$ cat src/sv/tcch_pkg.sv
// shared constants, types and angle table for the compass heading block
`default_nettype none
package tcch_pkg;

  // sample and datapath sizing
  localparam int SAMPLE_WIDTH = 16;
  localparam int CORDIC_STEPS = 16;
  localparam int FRAC_BITS    = 30 - SAMPLE_WIDTH;
  localparam int DW           = 36;
  localparam int AW           = 25;
  localparam int TABLE_LEN    = 24;
  localparam int NSTEP        = (CORDIC_STEPS < TABLE_LEN) ? CORDIC_STEPS : TABLE_LEN;
  localparam int CW           = $clog2(NSTEP);
  localparam int CFG_W        = 16;
  localparam int CNT_W        = 32;

  // angle and gain constants
  localparam logic signed [AW-1:0] ANG_HALF_TURN = 25'sd5898240;
  localparam logic signed [30:0]   INV_GAIN_Q30  = 31'sd652032874;
  localparam logic signed [17:0]   FULL_TURN_OUT = 18'sd46080;
  localparam logic signed [17:0]   TWO_TURN_OUT  = 18'sd92160;
  localparam logic signed [AW-1:0] HALF_TURN_OUT = 25'sd23040;

  // configuration register indexes
  localparam logic [1:0] REG_OFFSET_X    = 2'd0;
  localparam logic [1:0] REG_OFFSET_Y    = 2'd1;
  localparam logic [1:0] REG_OFFSET_Z    = 2'd2;
  localparam logic [1:0] REG_DECLINATION = 2'd3;

  // input opcodes
  localparam logic OP_GRAVITY = 1'b0;
  localparam logic OP_MAG     = 1'b1;

  // atan(2^-i) in 1/32768 degree
  localparam logic signed [AW-1:0] ATAN_TAB [0:TABLE_LEN-1] = '{
    25'sd1474560, 25'sd870484, 25'sd459940, 25'sd233473, 25'sd117189, 25'sd58652,
    25'sd29333, 25'sd14667, 25'sd7334, 25'sd3667, 25'sd1833, 25'sd917,
    25'sd458, 25'sd229, 25'sd115, 25'sd57, 25'sd29, 25'sd14,
    25'sd7, 25'sd4, 25'sd2, 25'sd1, 25'sd0, 25'sd0
  };

  // request into the rotation engine
  typedef struct packed {
    logic                 start;
    logic signed [DW-1:0] x;
    logic signed [DW-1:0] y;
    logic signed [DW-1:0] a;
    logic signed [DW-1:0] b;
  } cord_cmd_t;

  // result from the rotation engine
  typedef struct packed {
    logic                 done;
    logic                 gained;
    logic signed [DW-1:0] x;
    logic signed [DW-1:0] y;
    logic signed [DW-1:0] a;
    logic signed [DW-1:0] b;
    logic signed [AW-1:0] ang;
  } cord_res_t;

  // raw difference to fixed point
  function automatic logic signed [DW-1:0] scale(input logic signed [SAMPLE_WIDTH:0] v);
    logic signed [DW-1:0] e;
    e = DW'(v);
    return e <<< FRAC_BITS;
  endfunction

endpackage
`default_nettype wire

$ cat src/sv/tcch_if.sv
// sample and heading channel interfaces
`default_nettype none
interface tcch_in_if;
  logic                                     valid;
  logic                                     ready;
  logic                                     opcode;
  logic signed [tcch_pkg::SAMPLE_WIDTH-1:0] vec_x;
  logic signed [tcch_pkg::SAMPLE_WIDTH-1:0] vec_y;
  logic signed [tcch_pkg::SAMPLE_WIDTH-1:0] vec_z;
  modport source (output valid, opcode, vec_x, vec_y, vec_z, input ready);
  modport sink   (input valid, opcode, vec_x, vec_y, vec_z, output ready);
endinterface

interface tcch_out_if;
  logic                           valid;
  logic                           ready;
  logic signed [15:0]             magnetic_heading;
  logic [15:0]                    true_heading;
  logic [tcch_pkg::CNT_W-1:0]     update_number;
  logic                           tilt_applied;
  modport source (output valid, magnetic_heading, true_heading, update_number, tilt_applied,
                  input ready);
  modport sink   (input valid, magnetic_heading, true_heading, update_number, tilt_applied,
                  output ready);
endinterface
`default_nettype wire

$ cat src/sv/tilt_compensated_compass_heading.sv
// top level: tilt-compensated compass heading sequencer
//
// in_ch carries sensor requests: opcode 0 stores a gravity vector (no result),
// opcode 1 is a magnetometer vector that yields one heading request on out_ch.
// cfg_we/cfg_index/cfg_data write the hard-iron offsets (0..2) and the
// declination (3); write only while the block is idle.
// A gravity request is stored on acceptance. A magnetometer request runs through one
// shared cordic engine (one micro-rotation per cycle, 16 steps) and a
// two-phase gain multiplier: an untilted request takes a heading pass only,
// and a request after a gravity vector takes roll, pitch and heading passes
// plus up to four gain corrections.
// in_ch.ready is high only while the sequencer is idle; one request at a time.
// A finished heading sits in an output register; if out_ch is stalled the
// sequencer holds its last step until the register frees, and new requests
// are taken as soon as the result has moved into the register.
// Synchronous reset clears the offsets, declination, gravity, the update
// counter and all handshake state.
`default_nettype none
module tilt_compensated_compass_heading (
  input  wire logic                       clk,
  input  wire logic                       rst,
  input  wire logic                       cfg_we,
  input  wire logic [1:0]                 cfg_index,
  input  wire logic [tcch_pkg::CFG_W-1:0] cfg_data,
  tcch_in_if.sink                         in_ch,
  tcch_out_if.source                      out_ch
);

  localparam int SW = tcch_pkg::SAMPLE_WIDTH;
  localparam int DW = tcch_pkg::DW;

  localparam logic [3:0] S_IDLE    = 4'd0;
  localparam logic [3:0] S_ROLL    = 4'd1;
  localparam logic [3:0] S_ROLL_W  = 4'd2;
  localparam logic [3:0] S_UNS     = 4'd3;
  localparam logic [3:0] S_UNS_W   = 4'd4;
  localparam logic [3:0] S_PITCH   = 4'd5;
  localparam logic [3:0] S_PITCH_W = 4'd6;
  localparam logic [3:0] S_HEAD    = 4'd7;
  localparam logic [3:0] S_HEAD_W  = 4'd8;
  localparam logic [3:0] S_FIN     = 4'd9;

  localparam logic [1:0] SEL_GZ  = 2'd0;
  localparam logic [1:0] SEL_U   = 2'd1;
  localparam logic [1:0] SEL_TCY = 2'd2;
  localparam logic [1:0] SEL_TCX = 2'd3;

  logic [3:0] state;
  logic [1:0] sel;

  // configuration and persistent state
  logic signed [SW-1:0]   offset_x, offset_y, offset_z;
  logic signed [15:0]     declination;
  logic signed [SW-1:0]   gravity_x, gravity_y, gravity_z;
  logic                   gravity_seen;
  logic [tcch_pkg::CNT_W-1:0] update_counter;

  // working vectors
  logic signed [DW-1:0]   wgz, u, tcy, tcx, hx, hy;
  logic signed [tcch_pkg::AW-1:0] ang;
  logic                   tilt;

  // output register
  logic                   out_valid;
  logic signed [15:0]     out_mag;
  logic [15:0]            out_true;
  logic [tcch_pkg::CNT_W-1:0] out_num;
  logic                   out_tilt;

  tcch_pkg::cord_cmd_t    ccmd;
  tcch_pkg::cord_res_t    cres;
  logic                   us_start, us_done;
  logic signed [DW-1:0]   us_din, us_dout;

  tcch_cordic u_cordic (.clk(clk), .rst(rst), .cmd(ccmd), .res(cres));

  tcch_unscale u_unscale (
    .clk(clk), .rst(rst), .start(us_start), .din(us_din), .done(us_done), .dout(us_dout)
  );

  logic in_acc;
  assign in_ch.ready = (state == S_IDLE);
  assign in_acc      = in_ch.valid && in_ch.ready;

  // offset-corrected field
  logic signed [DW-1:0] fx, fy, fz, gx_s, gy_s, gz_s;
  always_comb begin
    fx   = tcch_pkg::scale((SW+1)'(in_ch.vec_x) - (SW+1)'(offset_x));
    fy   = tcch_pkg::scale((SW+1)'(in_ch.vec_y) - (SW+1)'(offset_y));
    fz   = tcch_pkg::scale((SW+1)'(in_ch.vec_z) - (SW+1)'(offset_z));
    gx_s = tcch_pkg::scale((SW+1)'(gravity_x));
    gy_s = tcch_pkg::scale((SW+1)'(gravity_y));
    gz_s = tcch_pkg::scale((SW+1)'(gravity_z));
  end

  // engine request mux
  always_comb begin
    ccmd.start = 1'b0;
    ccmd.x     = hx;
    ccmd.y     = hy;
    ccmd.a     = '0;
    ccmd.b     = '0;
    case (state)
      S_ROLL: begin
        ccmd.start = 1'b1;
        ccmd.x     = gz_s;
        ccmd.y     = gy_s;
        ccmd.a     = u;
        ccmd.b     = tcy;
      end
      S_PITCH: begin
        ccmd.start = 1'b1;
        ccmd.x     = wgz;
        ccmd.y     = gx_s;
        ccmd.a     = tcx;
        ccmd.b     = u;
      end
      S_HEAD: ccmd.start = 1'b1;
      default: ccmd.start = 1'b0;
    endcase
  end

  // gain multiplier operand select
  always_comb begin
    us_start = (state == S_UNS);
    case (sel)
      SEL_GZ:  us_din = wgz;
      SEL_U:   us_din = u;
      SEL_TCY: us_din = tcy;
      default: us_din = tcx;
    endcase
  end

  // rounding, clamp and wrap
  logic signed [tcch_pkg::AW-1:0] rnd, clamped;
  logic signed [17:0]             tsum, twrap;
  always_comb begin
    rnd = (ang + tcch_pkg::AW'(128)) >>> 8;
    if (rnd > tcch_pkg::HALF_TURN_OUT) begin
      clamped = tcch_pkg::HALF_TURN_OUT;
    end else if (rnd < -tcch_pkg::HALF_TURN_OUT) begin
      clamped = -tcch_pkg::HALF_TURN_OUT;
    end else begin
      clamped = rnd;
    end
    tsum = 18'(clamped) + 18'(declination);
    if (tsum < -tcch_pkg::FULL_TURN_OUT) begin
      twrap = tsum + tcch_pkg::TWO_TURN_OUT;
    end else if (tsum < 0) begin
      twrap = tsum + tcch_pkg::FULL_TURN_OUT;
    end else if (tsum >= tcch_pkg::FULL_TURN_OUT) begin
      twrap = tsum - tcch_pkg::FULL_TURN_OUT;
    end else begin
      twrap = tsum;
    end
  end

  logic out_free;
  assign out_free = !out_valid || out_ch.ready;

  // configuration writes
  always_ff @(posedge clk) begin
    if (rst) begin
      offset_x    <= '0;
      offset_y    <= '0;
      offset_z    <= '0;
      declination <= '0;
    end else if (cfg_we) begin
      case (cfg_index)
        tcch_pkg::REG_OFFSET_X:    offset_x    <= cfg_data[SW-1:0];
        tcch_pkg::REG_OFFSET_Y:    offset_y    <= cfg_data[SW-1:0];
        tcch_pkg::REG_OFFSET_Z:    offset_z    <= cfg_data[SW-1:0];
        tcch_pkg::REG_DECLINATION: declination <= cfg_data[15:0];
        default: ;
      endcase
    end
  end

  // sequencer
  always_ff @(posedge clk) begin
    if (rst) begin
      state          <= S_IDLE;
      sel            <= SEL_GZ;
      gravity_x      <= '0;
      gravity_y      <= '0;
      gravity_z      <= '0;
      gravity_seen   <= 1'b0;
      update_counter <= '0;
      out_valid      <= 1'b0;
    end else begin
      if (out_valid && out_ch.ready && state != S_FIN) begin
        out_valid <= 1'b0;
      end
      case (state)
        S_IDLE: begin
          if (in_acc) begin
            if (in_ch.opcode == tcch_pkg::OP_GRAVITY) begin
              gravity_x    <= in_ch.vec_x;
              gravity_y    <= in_ch.vec_y;
              gravity_z    <= in_ch.vec_z;
              gravity_seen <= 1'b1;
            end else begin
              tcx  <= fx;
              tcy  <= fy;
              u    <= fz;
              hx   <= fx;
              hy   <= -fy;
              tilt <= gravity_seen;
              state <= gravity_seen ? S_ROLL : S_HEAD;
            end
          end
        end
        S_ROLL: state <= S_ROLL_W;
        S_ROLL_W: begin
          if (cres.done) begin
            wgz <= cres.x;
            u   <= cres.a;
            tcy <= cres.b;
            sel <= SEL_GZ;
            state <= cres.gained ? S_UNS : S_PITCH;
          end
        end
        S_UNS: state <= S_UNS_W;
        S_UNS_W: begin
          if (us_done) begin
            case (sel)
              SEL_GZ: begin
                wgz   <= us_dout;
                sel   <= SEL_U;
                state <= S_UNS;
              end
              SEL_U: begin
                u     <= us_dout;
                sel   <= SEL_TCY;
                state <= S_UNS;
              end
              SEL_TCY: begin
                tcy   <= us_dout;
                state <= S_PITCH;
              end
              default: begin
                hx    <= us_dout;
                hy    <= -tcy;
                state <= S_HEAD;
              end
            endcase
          end
        end
        S_PITCH: state <= S_PITCH_W;
        S_PITCH_W: begin
          if (cres.done) begin
            tcx <= cres.a;
            u   <= cres.b;
            hx  <= cres.a;
            hy  <= -tcy;
            sel <= SEL_TCX;
            state <= cres.gained ? S_UNS : S_HEAD;
          end
        end
        S_HEAD: state <= S_HEAD_W;
        S_HEAD_W: begin
          if (cres.done) begin
            ang   <= cres.ang;
            state <= S_FIN;
          end
        end
        S_FIN: begin
          if (out_free) begin
            out_valid      <= 1'b1;
            update_counter <= update_counter + 1'b1;
            state          <= S_IDLE;
          end
        end
        default: state <= S_IDLE;
      endcase
    end
  end

  // result payload
  always_ff @(posedge clk) begin
    if (state == S_FIN && out_free) begin
      out_mag  <= clamped[15:0];
      out_true <= twrap[15:0];
      out_num  <= update_counter + 1'b1;
      out_tilt <= tilt;
    end
  end

  assign out_ch.valid            = out_valid;
  assign out_ch.magnetic_heading = out_mag;
  assign out_ch.true_heading     = out_true;
  assign out_ch.update_number    = out_num;
  assign out_ch.tilt_applied     = out_tilt;

  // engine results only arrive while the sequencer waits for them
  a_cord_done_wait: assert property (@(posedge clk) disable iff (rst)
    cres.done |-> (state == S_ROLL_W || state == S_PITCH_W || state == S_HEAD_W))
    else $error("cordic result outside a wait state");

  // gain correction only completes in its wait state
  a_uns_done_wait: assert property (@(posedge clk) disable iff (rst)
    us_done |-> (state == S_UNS_W))
    else $error("gain correction result outside its wait state");

  // headings stay in range
  a_heading_range: assert property (@(posedge clk) disable iff (rst)
    out_ch.valid |-> (out_ch.true_heading < 16'd46080 &&
                      out_ch.magnetic_heading <= 16'sd23040 &&
                      out_ch.magnetic_heading >= -16'sd23040))
    else $error("heading out of range");

  // each result bumps the update counter by one
  a_count_step: assert property (@(posedge clk) disable iff (rst)
    (state == S_FIN && out_free) |=> (update_counter == $past(update_counter) + 1'b1))
    else $error("update counter did not advance");

endmodule
`default_nettype wire

$ cat src/sv/tcch_cordic.sv
// iterative cordic vectoring engine, one micro-rotation per cycle
`default_nettype none
module tcch_cordic (
  input  wire logic                clk,
  input  wire logic                rst,
  input  wire tcch_pkg::cord_cmd_t cmd,
  output tcch_pkg::cord_res_t      res
);

  logic signed [tcch_pkg::DW-1:0] x, y, a, b;
  logic signed [tcch_pkg::AW-1:0] acc;
  logic [tcch_pkg::CW-1:0]        cnt;
  logic                           busy;
  logic                           done;
  logic                           gained;

  // start-time quadrant fold
  logic                           neg, zero;
  logic signed [tcch_pkg::DW-1:0] sx, sy, sa, sb;
  logic signed [tcch_pkg::AW-1:0] sacc;

  always_comb begin
    neg  = cmd.x[tcch_pkg::DW-1];
    zero = (cmd.x == '0) && (cmd.y == '0);
    sx   = neg ? -cmd.x : cmd.x;
    sy   = neg ? -cmd.y : cmd.y;
    sa   = neg ? -cmd.a : cmd.a;
    sb   = neg ? -cmd.b : cmd.b;
    if (!neg) begin
      sacc = '0;
    end else if (cmd.y[tcch_pkg::DW-1]) begin
      sacc = -tcch_pkg::ANG_HALF_TURN;
    end else begin
      sacc = tcch_pkg::ANG_HALF_TURN;
    end
  end

  // one micro-rotation
  logic                           pos;
  logic signed [tcch_pkg::DW-1:0] dx, dy, da, db;

  always_comb begin
    pos = !y[tcch_pkg::DW-1] && (y != '0);
    dx  = y >>> cnt;
    dy  = x >>> cnt;
    da  = b >>> cnt;
    db  = a >>> cnt;
  end

  always_ff @(posedge clk) begin
    if (rst) begin
      busy   <= 1'b0;
      done   <= 1'b0;
      gained <= 1'b0;
      cnt    <= '0;
    end else begin
      done <= 1'b0;
      if (cmd.start) begin
        cnt <= '0;
        if (zero) begin
          x      <= cmd.x;
          y      <= cmd.y;
          a      <= cmd.a;
          b      <= cmd.b;
          acc    <= '0;
          gained <= 1'b0;
          done   <= 1'b1;
        end else begin
          x      <= sx;
          y      <= sy;
          a      <= sa;
          b      <= sb;
          acc    <= sacc;
          gained <= (sy != '0);
          busy   <= (sy != '0);
          done   <= (sy == '0);
        end
      end else if (busy) begin
        if (pos) begin
          x   <= x + dx;
          y   <= y - dy;
          a   <= a + da;
          b   <= b - db;
          acc <= acc + tcch_pkg::ATAN_TAB[cnt];
        end else begin
          x   <= x - dx;
          y   <= y + dy;
          a   <= a - da;
          b   <= b + db;
          acc <= acc - tcch_pkg::ATAN_TAB[cnt];
        end
        if (cnt == tcch_pkg::CW'(tcch_pkg::NSTEP - 1)) begin
          busy <= 1'b0;
          done <= 1'b1;
        end else begin
          cnt <= cnt + 1'b1;
        end
      end
    end
  end

  assign res.done   = done;
  assign res.gained = gained;
  assign res.x      = x;
  assign res.y      = y;
  assign res.a      = a;
  assign res.b      = b;
  assign res.ang    = acc;

endmodule
`default_nettype wire

$ cat src/sv/tcch_unscale.sv
// gain removal: multiply by 1/K in two partial products and floor
`default_nettype none
module tcch_unscale (
  input  wire logic                              clk,
  input  wire logic                              rst,
  input  wire logic                              start,
  input  wire logic signed [tcch_pkg::DW-1:0]    din,
  output logic                                   done,
  output logic signed [tcch_pkg::DW-1:0]         dout
);

  localparam int LO = 18;
  localparam int HI = tcch_pkg::DW - LO;
  localparam int PW = 19 + 31;
  localparam int AC = PW + LO;

  logic signed [tcch_pkg::DW-1:0] v;
  logic [1:0]                     ph;
  logic signed [AC-1:0]           acc;
  logic signed [18:0]             mop;
  logic signed [PW-1:0]           prod;

  // shared multiplier: low part unsigned, then high part signed
  always_comb begin
    if (ph == 2'd1) begin
      mop = signed'({1'b0, v[LO-1:0]});
    end else begin
      mop = 19'(signed'(v[tcch_pkg::DW-1:LO]));
    end
    prod = PW'(mop) * PW'(tcch_pkg::INV_GAIN_Q30);
  end

  always_ff @(posedge clk) begin
    if (rst) begin
      ph   <= 2'd0;
      done <= 1'b0;
    end else begin
      done <= 1'b0;
      case (ph)
        2'd0: begin
          if (start) begin
            v  <= din;
            ph <= 2'd1;
          end
        end
        2'd1: begin
          acc <= AC'(prod);
          ph  <= 2'd2;
        end
        2'd2: begin
          acc  <= acc + signed'({prod, {LO{1'b0}}});
          ph   <= 2'd0;
          done <= 1'b1;
        end
        default: ph <= 2'd0;
      endcase
    end
  end

  assign dout = acc[30 +: tcch_pkg::DW];

endmodule
`default_nettype wire

$ cat src/flat_wrapper.sv
// flat-port wrapper written by rule: the top's interface ports become plain ports
module tilt_compensated_compass_heading_flat 
  (clk, rst, cfg_we, cfg_index, cfg_data, in_ch_valid, in_ch_opcode, in_ch_vec_x, in_ch_vec_y, in_ch_vec_z, in_ch_ready, out_ch_valid, out_ch_magnetic_heading, out_ch_true_heading, out_ch_update_number, out_ch_tilt_applied, out_ch_ready);
  tcch_in_if in_ch_i ();
  tcch_out_if out_ch_i ();
  input  wire logic clk;
  input  wire logic rst;
  input  wire logic cfg_we;
  input  wire logic [1:0] cfg_index;
  input  wire logic [tcch_pkg::CFG_W-1:0] cfg_data;
  input wire logic [$bits(in_ch_i.valid)-1:0] in_ch_valid;
  input wire logic [$bits(in_ch_i.opcode)-1:0] in_ch_opcode;
  input wire logic [$bits(in_ch_i.vec_x)-1:0] in_ch_vec_x;
  input wire logic [$bits(in_ch_i.vec_y)-1:0] in_ch_vec_y;
  input wire logic [$bits(in_ch_i.vec_z)-1:0] in_ch_vec_z;
  output wire logic [$bits(in_ch_i.ready)-1:0] in_ch_ready;
  output wire logic [$bits(out_ch_i.valid)-1:0] out_ch_valid;
  output wire logic [$bits(out_ch_i.magnetic_heading)-1:0] out_ch_magnetic_heading;
  output wire logic [$bits(out_ch_i.true_heading)-1:0] out_ch_true_heading;
  output wire logic [$bits(out_ch_i.update_number)-1:0] out_ch_update_number;
  output wire logic [$bits(out_ch_i.tilt_applied)-1:0] out_ch_tilt_applied;
  input wire logic [$bits(out_ch_i.ready)-1:0] out_ch_ready;
  assign in_ch_i.valid = in_ch_valid;
  assign in_ch_i.opcode = in_ch_opcode;
  assign in_ch_i.vec_x = in_ch_vec_x;
  assign in_ch_i.vec_y = in_ch_vec_y;
  assign in_ch_i.vec_z = in_ch_vec_z;
  assign in_ch_ready = in_ch_i.ready;
  assign out_ch_valid = out_ch_i.valid;
  assign out_ch_magnetic_heading = out_ch_i.magnetic_heading;
  assign out_ch_true_heading = out_ch_i.true_heading;
  assign out_ch_update_number = out_ch_i.update_number;
  assign out_ch_tilt_applied = out_ch_i.tilt_applied;
  assign out_ch_i.ready = out_ch_ready;
  tilt_compensated_compass_heading u_core (.clk(clk), .rst(rst), .cfg_we(cfg_we), .cfg_index(cfg_index), .cfg_data(cfg_data), .in_ch(in_ch_i), .out_ch(out_ch_i));
endmodule
$ cat config.mk
export PLATFORM = sky130hd
export DESIGN_NAME = tilt_compensated_compass_heading_flat
export DESIGN_NICKNAME = d
export VERILOG_FILES = /design/src/sv/tcch_pkg.sv /design/src/sv/tcch_if.sv /design/src/sv/tilt_compensated_compass_heading.sv /design/src/sv/tcch_cordic.sv /design/src/sv/tcch_unscale.sv /design/src/flat_wrapper.sv
export SDC_FILE = /design/constraint.sdc
export NUM_CORES = 2
export LEC_CHECK = 0
export BUFFER_PORTS_ARGS = -buffer_cell sky130_fd_sc_hd__buf_2
export CELL_PAD_IN_SITES_DETAIL_PLACEMENT = 0
export CELL_PAD_IN_SITES_GLOBAL_PLACEMENT = 2
export CORE_ASPECT_RATIO = 1.25
export CORE_UTILIZATION = 38
export CTS_CLUSTER_DIAMETER = 40
export DETAILED_ROUTE_END_ITERATION = 16
export GPL_TIMING_DRIVEN = 0
export MAX_ROUTING_LAYER = met4
export PLACE_DENSITY_LB_ADDON = 0.1
export SETUP_SLACK_MARGIN = 0.5
export SYNTH_ARGS = -nofsm -noshare
export SYNTH_HDL_FRONTEND = slang
export SYNTH_SLANG_ARGS = --single-unit
$ cat constraint.sdc
create_clock -name clk -period 11.1 [get_ports clk]
set_clock_uncertainty 0.1 [all_clocks]
set_input_delay 2.22 -clock clk [delete_from_list [all_inputs] [get_ports clk]]
set_output_delay 2.22 -clock clk [all_outputs]
set_load 0.01 [all_outputs]
==> summary by stage <==
Status
The run finished, with violations left. The final reports fail on max-capacitance violations, max-slew violations.

Yosys
The number of flip-flops and latches in the synthesized netlist is just over 700. The synthesized design contains ~550 enable-type register cells. The fraction of registers with async set or reset after synthesis is 0%. The mean cell area of the mapped netlist is roughly 9.2 sq um. Counting distinct cell types in the post-synthesis netlist gives approximately 120. Synthesis produced just under 8k cells. The netlist area before placement is just over 0.07 sq mm. Among all flip-flop cells after synthesis, the most frequent one is sky130_fd_sc_hd__edfxtp_1.

The number of nets handed over by synthesis was approximately 8.6k. The sequential fraction of the synthesis area is roughly 28%. Yosys printed 0 warnings.

Clocking
The maximum clock path buffer count is 3. The clock slew seen by the registers of the worst setup and hold paths is ~0.050 ns. The TritonCTS clock tree is yes.

The total clock sinks is 714. The tree is rooted in a sky130_fd_sc_hd__clkbuf_16. The clock latency on the worst-skew pair is slightly above 0.8 ns. The total number of H-tree levels is 4. The clock buffer count from CTS is 139.

Worst setup path
The endpoint identified for the worst register-to-register timing path is u_core.u_cordic.b[24]$_DFFE_PP_. Traced cell by cell, the critical path runs through buf_2, buf_2, buf_2, buf_2, buf_2, buf_2, buf_1, clkbuf_2, buf_2, clkdlybuf4s15_1, o21ai_0, nand2_1, ha_1, a21boi_1, nand4b_1, nor3_1, and2_1, a21oi_1, o22ai_1, nor2_1, a21oi_1. The startpoint class of the critical path is a register. The largest individual stage delay along the critical path comes from the cell sky130_fd_sc_hd__clkdlybuf4s15_1. The reg-to-reg startpoint is u_core.state[2]$_SDFFE_PP0P_. For flop-to-flop paths, the worst setup slack is approximately 0.5 ns. For the worst setup path, the data required time is about 12 ns. The biggest cell delay along the critical path is 0.92 ns.

The critical path ends at u_core.u_cordic.b[24]$_DFFE_PP_. Measured in cells, the most critical reg-to-reg path has a length of 21. Counting stages on the worst path, the most repeated cell is sky130_fd_sc_hd__buf_2. In this run the worst setup path begins at u_core.state[2]$_SDFFE_PP0P_. The maximum fanout along the worst path is 11. The kind of capture point of the worst setup path is a register. STA puts the critical path data arrival time at approximately 11 ns. By startpoint and endpoint, the worst setup path is classified as register to register.

STA
The worst-case headroom to the max-slew limit is -9.231%. The total count of max-transition violations in the final report is 64. For this run, the top clock speed supported by timing is approximately 94 MHz.

The final count of hold timing violations came to 0. The post-layout minimum cycle time is about 11 ns. The final setup violation count is 0. The slew at the pin with the worst max-slew slack is between 1.5 and 2 ns.

Setup repair after global routing could not meet its margin everywhere. In the finished design, the share of the clock period the worst path needs comes to between 90% and 100%.

Worst hold path
The worst hold-check path type is register to register.

Global routing
The first global-routing pass estimated between 500000 and 600000 microns of wire. The number of antenna violations at the first check in global routing is 20. In the global route stage, overall resource usage came out at about two fifths.

Summed over all layers, the global routing overflow is 0. The number of global-route vias before repair is 65.24k. The largest net degree at the start of global routing is between 40 and 50.

Final layout
The share of post-route cells with drive strength above 1 is between 10% and 20%. The sequential cell area is 0.01982 sq mm. The final core area utilization is a little over two fifths. In the layout the commonest cells are 932 x sky130_fd_sc_hd__nand2_1, 640 x sky130_fd_sc_hd__a21oi_1, 552 x sky130_fd_sc_hd__edfxtp_1. The count of nets after finishing is roughly 9k. The finished layout holds between 10k and 15k standard cells, fillers aside. The most frequent standard cell in the layout excluding fill and tap cells is sky130_fd_sc_hd__nand2_1. The footprint of the multi-input gates is just under 0.05 sq mm.

The layout overhead on the synthesized area is 13.92%. Fill cells in the final layout number 18.81k.

Floorplan
The number of top-level pins is about 140. The number of cell rows is 177. The die width is roughly 400 microns. The vertical die dimension is approximately 490 microns. The core region is 0.1865 sq mm.

The initial utilization of the core area, before any placement, comes to about two fifths. The floorplan step defined a die boundary enclosing roughly 0.19 sq mm.

Drt
The total wire length is between 300000 and 400000 microns. Detailed routing inserted a total of 66.72k vias. Dividing the detail-routed wire length by the instance count gives approximately 36 microns.

The post-route antenna net violation count is 0. The number of DRC violations after detailed-routing iteration 0 is a little over 7k. Dividing the detail-routed via count by the number of cells gives between 6 and 7. In the routed design, unresolved DRC markers number 0.

The number of detailed-route iterations in the first pass is 7.

Place
The weighted congestion at the end of routability-driven global placement is about 1.1. The number of placed instances with taps included is 10.47k. The number of buffer cells added on primary ports is around 140. The detailed-placement wirelength estimate is around 320000 microns.

Flow run
The number of maximum-capacitance constraint violations is 6.
==> metal layers <==
layer	track usage, %	part of all wire [%]	up-vias
met5	-	0	-
met4	32.25	9.4	0
met3	8.496	7.7	1187
met2	65.44	46	3394
met1	46.10	37	33200
li1	-	-	28940
==> cells in the mapped netlist, types with 53 or more instances <==
master / count / area, sq um
sky130_fd_sc_hd__a211oi_1: 62 / 465.5
sky130_fd_sc_hd__a21o_1: 147 / 1104
sky130_fd_sc_hd__a21oi_1: 645 / 3228
sky130_fd_sc_hd__a22oi_1: 66 / 495.5
sky130_fd_sc_hd__a31oi_1: 96 / 600.6
sky130_fd_sc_hd__and3_1: 77 / 481.7
sky130_fd_sc_hd__buf_2: 69 / 345.3
sky130_fd_sc_hd__clkbuf_1: 215 / 807.0
sky130_fd_sc_hd__dfxtp_1: 162 / 3243
sky130_fd_sc_hd__edfxtp_1: 552 / 16580
sky130_fd_sc_hd__fa_1: 227 / 4544
sky130_fd_sc_hd__ha_1: 527 / 6594
sky130_fd_sc_hd__inv_1: 552 / 2072
sky130_fd_sc_hd__mux2_2: 128 / 1441
sky130_fd_sc_hd__mux2i_1: 176 / 1762
sky130_fd_sc_hd__mux4_2: 201 / 4527
sky130_fd_sc_hd__nand2_1: 932 / 3498
sky130_fd_sc_hd__nand2b_1: 78 / 488.0
sky130_fd_sc_hd__nand3_1: 156 / 780.8
sky130_fd_sc_hd__nor2_1: 540 / 2027
sky130_fd_sc_hd__nor2b_1: 76 / 475.5
sky130_fd_sc_hd__nor3_1: 132 / 660.6
sky130_fd_sc_hd__o21a_1: 58 / 435.4
sky130_fd_sc_hd__o21ai_0: 436 / 2182
sky130_fd_sc_hd__o21bai_1: 58 / 435.4
sky130_fd_sc_hd__or3_1: 53 / 331.6
sky130_fd_sc_hd__xnor2_1: 390 / 3416
sky130_fd_sc_hd__xor2_1: 267 / 2338
==> worst min-delay path by stage <==
stage / cells past startpoint / slack (ns) / startpoint / to
3_5_place_dp: 0 / 0.34 / u_core.u_cordic.acc[17]$_DFFE_PP_ / u_core.ang[17]$_DFFE_PP_
2_1_floorplan: 0 / 0.30 / u_core.tilt$_DFFE_PP_ / u_core.out_ch.tilt_applied$_DFFE_PP_
4_1_cts: 2 / 0.35 / u_core.offset_z[10]$_SDFFE_PP0P_ / u_core.offset_z[10]$_SDFFE_PP0P_
6_report: 2 / 0.35 / u_core.offset_x[7]$_SDFFE_PP0P_ / u_core.offset_x[7]$_SDFFE_PP0P_
3_3_place_gp: 2 / 0.34 / u_core.offset_z[7]$_SDFFE_PP0P_ / u_core.offset_z[7]$_SDFFE_PP0P_
5_1_grt: 2 / 0.37 / u_core.offset_x[4]$_SDFFE_PP0P_ / u_core.offset_x[4]$_SDFFE_PP0P_
==> state kept, by name, summed over array words and instances (netlist names), 18 cells and up <==
signal / flops
u_core.u_unscale.acc: 47
u_core.hx: 36
u_core.hy: 36
u_core.tcx: 36
u_core.tcy: 36
u_core.u: 36
u_core.u_cordic.a: 36
u_core.u_cordic.b: 36
u_core.u_cordic.x: 36
u_core.u_cordic.y: 36
u_core.u_unscale.v: 36
u_core.wgz: 36
u_core.out_ch.update_number: 32
u_core.update_counter: 32
u_core.u_cordic.acc: 25
u_core.ang: 18
==> worst max-delay path, delay by kind of cell, from the launching register on <==
kind | cells | cell delay [ns]
flip-flops | 1 | 0.40
buffers and inverters | 10 | 5.69
AO/OA/AOI/OAI | 5 | 1.88
AND/OR/NAND/NOR | 5 | 2.10
adder cells (fa/ha/maj) | 1 | 0.23
==> metrics by stage <==
stage	hold slack, ns	setup slack, ns	area (sq um)	TNS, ns
after CTS	0.3540	0.4427	81080	0
after global placement	0.3440	-3.426	75270	-855.28
after global routing	0.3735	0.4548	81380	0
after floorplan	0.3003	1.386	71460	0
after detailed placement	0.3449	-2.166	75850	-35.48
final	0.3540	0.4903	81400	0
==> kinds of logic (layout without fill, tap and decap cells) <==
logic type | Yosys count | in the layout | share of synthesized area (%)
AOI/OAI and AO/OA | 1894 | 1894 | 16.23
xor gates and xnor gates | 658 | 658 | 8.076
adders and majority gates | 754 | 754 | 15.59
buffers and inverters | 915 | 1355 | 5.237
DFF | 714 | 714 | 27.74
muxes | 539 | 539 | 11.97
other | 0 | 22 | 0
and+or+nand+nor | 2324 | 2324 | 15.16
==> final cells by class <==
class	instances	share of cell area [%]
Clock buffer	157	4.459
Sequential cell	714	24.35
Clock inverter	101	1.545
Buffer	360	2.103
Tap cell	2506	3.852
Multi-Input combinational cell	6169	59.48
Antenna cell	22	0.06763
Inverter	555	2.572
Timing Repair Buffer	182	1.577
==> what timing repair did <==
| item | 4_1_cts | 5_1_grt |
|---|---|---|
| setup endpoints to repair | 33 | 18 |
| buffers inserted | 9 | 4 |
| hold buffers | 0 | 0 |
| pin swaps | 3 | 7 |
| gates resized for setup | 55 | 49 |
Power is left out: the tool's default activity adds up to more than one toggle a clock period on the data nets, which glitch-free logic cannot reach.
